**src/design/gimb_ram.sv**
```systemverilog
// generic single-port-write, registered-read ram
module gimb_ram #(
    parameter int WIDTH = 8,
    parameter int DEPTH = 256
) (
    input  logic                     i_clk,
    input  logic                     i_we,
    input  logic [$clog2(DEPTH)-1:0] i_waddr,
    input  logic [WIDTH-1:0]         i_wdata,
    input  logic                     i_re,
    input  logic [$clog2(DEPTH)-1:0] i_raddr,
    output logic [WIDTH-1:0]         o_rdata
);

    logic [WIDTH-1:0] r_mem [DEPTH];
    logic [WIDTH-1:0] r_rdata;

    // read returns the contents before a same-edge write
    always_ff @(posedge i_clk) begin
        if (i_we) begin
            r_mem[i_waddr] <= i_wdata;
        end
        if (i_re) begin
            r_rdata <= r_mem[i_raddr];
        end
    end

    assign o_rdata = r_rdata;

endmodule

```
**config.mk**
```make
export PLATFORM = sky130hd
export DESIGN_NAME = gimb_ram
export DESIGN_NICKNAME = d
export VERILOG_FILES = /design/src/design/gimb_ram.sv
export SDC_FILE = /design/constraint.sdc
export NUM_CORES = 2
export LEC_CHECK = 0
export BUFFER_PORTS_ARGS = -buffer_cell sky130_fd_sc_hd__buf_2
export CELL_PAD_IN_SITES_DETAIL_PLACEMENT = 1
export CELL_PAD_IN_SITES_GLOBAL_PLACEMENT = 2
export CORE_MARGIN = 2
export CORE_UTILIZATION = 35
export CTS_CLUSTER_DIAMETER = 30
export DETAILED_ROUTE_END_ITERATION = 8
export GPL_TIMING_DRIVEN = 0
export PLACE_DENSITY = 0.69
export SYNTH_ARGS = -nofsm -noshare
export SYNTH_HDL_FRONTEND = slang
export SYNTH_SLANG_ARGS = --single-unit
export TNS_END_PERCENT = 50
```
**constraint.sdc**
```tcl
create_clock -name i_clk -period 3.14 [get_ports i_clk]
set_input_delay 0.628 -clock i_clk [delete_from_list [all_inputs] [get_ports i_clk]]
set_output_delay 0.628 -clock i_clk [all_outputs]
set_load 0.02 [all_outputs]
```
==> reports/qor.csv <==
stage,metric,value,unit
sta,maximum clock frequency,0.300,GHz
finish,final instance area,99700,µm²
clock_network,maximum clock insertion buffer count,4,
drt,DRC violation count after routing,0,
drt,M1 WL,106,mm
synthesis,post-synthesis sequential area ratio,0.775,
floorplanning,Die Ht,481,µm
synthesis,Yosys top cell by area,edfxtp_1,
finish,Filler cells,21122,
drt,Routed Wire Length,271,mm
synthesis,Mapped Cells,3733,
grt,largest net degree at the start of global routing,159,
floorplanning,num rows,175,
drt,DR top layer,met5,
worst_setup_path,CP arrival,3.99,ns
floorplanning,core area,227000,µm²
power_and_ir_drop,Leakage,0.0319,µW
drt,via count,43928,
grt,remaining global-route overflow,0,
finish,FF/Latch Area,61700,µm²
sta,fin. max-slew vios,11,
power_and_ir_drop,Peak VDD IR,0.000636,V
worst_setup_path,crit path max fanout,10,
synthesis,top_reg_cell synth,edfxtp_1,
clock_network,clk_lat worst skew,0.98,ns
clock_network,Root Buffer,clkbuf_16,
drt,WL met3,24.5,mm
drt,Final ANT Viol Nets,0,
grt,initial antenna violation count,20,
clock_network,CTS buffer count,437,
grt,GR Util All Layers,0.233,
synthesis,most common library cells after synthesis,"edfxtp_1 (2056), mux4_2 (454), nor2_1 (282)",
floorplanning,Ports,35,
place,Inst Count DP,6782,
worst_setup_path,critical path class,in2reg,
min_path,Hold/Removal Path Class,in2reg,
run,max cap viols,1,
place,Buffers on Ports,27,
drt,1st-pass router iterations,6,
place,Placed Area,84000,µm²
sta,RSZ-0062 raised after global routing,yes,
synthesis,Synthesized Nets,3760,
sta,fin crit share,1.06,
sta,Final Hold Fails,0,
sta,crit path time final,3.34,ns
drt,Via density,5.77,
synthesis,Seq cells post-synth,2056,
status,failing checks,"max-capacitance violations, max-slew violations, negative setup slack",
synthesis,largest cells by area after synthesis,"edfxtp_1 (78%), mux4_2 (13%), mux2i_1 (1.7%)",
clock_network,CTS tree,built,
synthesis,share of Yosys cell area claimed by the top area cell type,0.775,
clock_network,CTS H-tree depth,5,
finish,final cell count without fillers,7617,
clock_network,clk slew on worst S/H paths,0.04,ns
sta,Worst Max-Slew Pin Slew,1.59,ns
power_and_ir_drop,PwrDens,794,nW/µm²
status,status,"finished, violations left",
sta,Final Worst Setup Slack,-0.198,ns
floorplanning,die area,231000,µm²
synthesis,post-synth cell types,54,
finish,Area Growth Syn to Fin,25.2,%
floorplanning,die width,481,µm
finish,final net count,4278,
grt,first-pass GRT wire length,373,mm
floorplanning,Starting Density,0.351,
drt,Wirelength per Cell,35.6,µm
synthesis,Post-Syn Area,79600,µm²
sta,Final setup viols,259,
sta,Slew HR,-0.0594,
sta,Clock Skew,0.0660,ns
grt,vias in the first global route,45433,
finish,area of the multi-input gates,17200,µm²
synthesis,"count leader, synth",edfxtp_1,
synthesis,"Avg Cell Area, Syn",21.3,µm²
synthesis,yosys warns,0,
clock_network,CTS Sinks,2056,
place,gpl congestion,0.909,
worst_setup_path,Setup crit end kind,register,
drt,DRT iter0 DRCs,5534,
synthesis,fraction of registers with async set/reset,0,
place,HPWL Detailed,173,mm
finish,layout cells sized above 1,0.330,
synthesis,"EDFF count, synth",2056,
sta,worst hold slack,0.117,ns
worst_setup_path,WP data required,3.79,ns
worst_setup_path,startpoint type of the worst setup path,input pin,
drt,routed length on met2,127,mm
## area by class of cell
cell class,count,share of cell area
inverters,2,0.0000753
plain buffers,231,0.0166
repair buffers,81,0.00848
clock buffers,496,0.113
clock inverters,297,0.0320
diodes,3,0.0000753
flip-flops and latches,2056,0.619
multi-input cells,1442,0.173
well taps,3009,0.0378
## per-layer routing
layer / GRT usage / vias to the layer above
met2: 0.364 / 2589
met3: 0.0549 / 595
li1: - / 16975
met4: 0.114 / 2
met1: 0.308 / 23767
met5: 0 / -
## power by group
part / switching [µW] / leakage (µW) / total, µW / internal [µW]
combinational: 2490 / 0.00634 / 3530 / 1040
sequential: 17.7 / 0.0185 / 30400 / 30400
clock: 14700 / 0.00705 / 45300 / 30600
## logic make-up (layout without fill, tap and decap cells)
family,after synthesis,in the layout,synth area share
buffers and inverters,235,1107,0.0183
AOI/OAI and AO/OA,385,385,0.0342
other,0,3,0
and+or+nand+nor,466,466,0.0263
muxes,591,591,0.146
DFF,2056,2056,0.775
## cell usage in the layout, fill, tap and decap left out, types with 6 or more instances in the layout
master	netlist	layout
a211oi_1	16	14
a21oi_1	96	94
a221oi_1	13	7
a22o_1	8	8
a22oi_1	133	132
buf_12	8	9
buf_16	0	11
buf_2	31	46
buf_4	27	79
buf_6	21	23
buf_8	13	20
bufinv_16	0	63
clkbuf_1	111	100
clkbuf_16	0	443
clkbuf_2	0	49
clkbuf_4	0	16
clkinv_1	1	88
clkinv_2	0	83
clkinv_4	0	18
clkinvlp_4	0	28
edfxtp_1	2056	2056
inv_6	0	12
mux2i_1	134	134
mux4_2	454	454
nand2_1	33	33
nand2b_1	8	8
nand3_1	34	33
nand4_1	10	10
nor2_1	282	191
nor2_2	0	87
nor2b_1	31	29
nor3_1	22	14
nor3_4	0	6
nor4_1	24	6
nor4_4	0	17
o211ai_1	10	10
o21ai_0	10	10
o221ai_1	46	42
o22ai_1	28	27
## worst max-delay path, cell delays in order
cell,delay (ns)
buf_2,0.15
clkbuf_2,0.43
clkbuf_2,0.54
nand2_1,0.40
o21ai_0,0.28
a2111oi_2,0.79
nor3_1,0.21
nor4_4,0.55
## metrics by stage
stage	worst slack (ns)	total power [µW]	TNS [ns]	utilization
6_report	-0.198	79200	-19.42	0.440
5_1_grt	-0.173	80800	-2.10	0.440
4_1_cts	-0.0851	79400	-3.19	0.438
3_5_place_dp	-2.74	34200	-1520.70	0.370
3_3_place_gp	-3.09	34200	-5331.23	0.368
2_1_floorplan	0.436	32400	0	-
## final timing paths
check / start / end / slack, ns / depth (start not counted)
worst max register to register: r_mem[83][6] / o_rdata[6] / 0.16 / 6
worst max-delay path: i_raddr[3] / o_rdata[4] / -0.20 / 8
worst min-delay path: i_wdata[1] / r_mem[82][1] / 0.12 / 1
worst min register to register: r_mem[32][5] / o_rdata[5] / 1.46 / 6
## timing repair
action / in CTS / in global routing
setup endpoints to repair: 482 / 539
hold buffers: 2 / 0
buffers inserted: 37 / 2
gates resized for setup: 199 / 90
hold endpoints to repair: 25 / 0
pin swaps: 29 / 7
## state kept, by name, indices dropped and copies added (netlist names)
register and flops:
o_rdata 8, r_mem 2048
No activity file was read; power rests on OpenSTA's default activity.
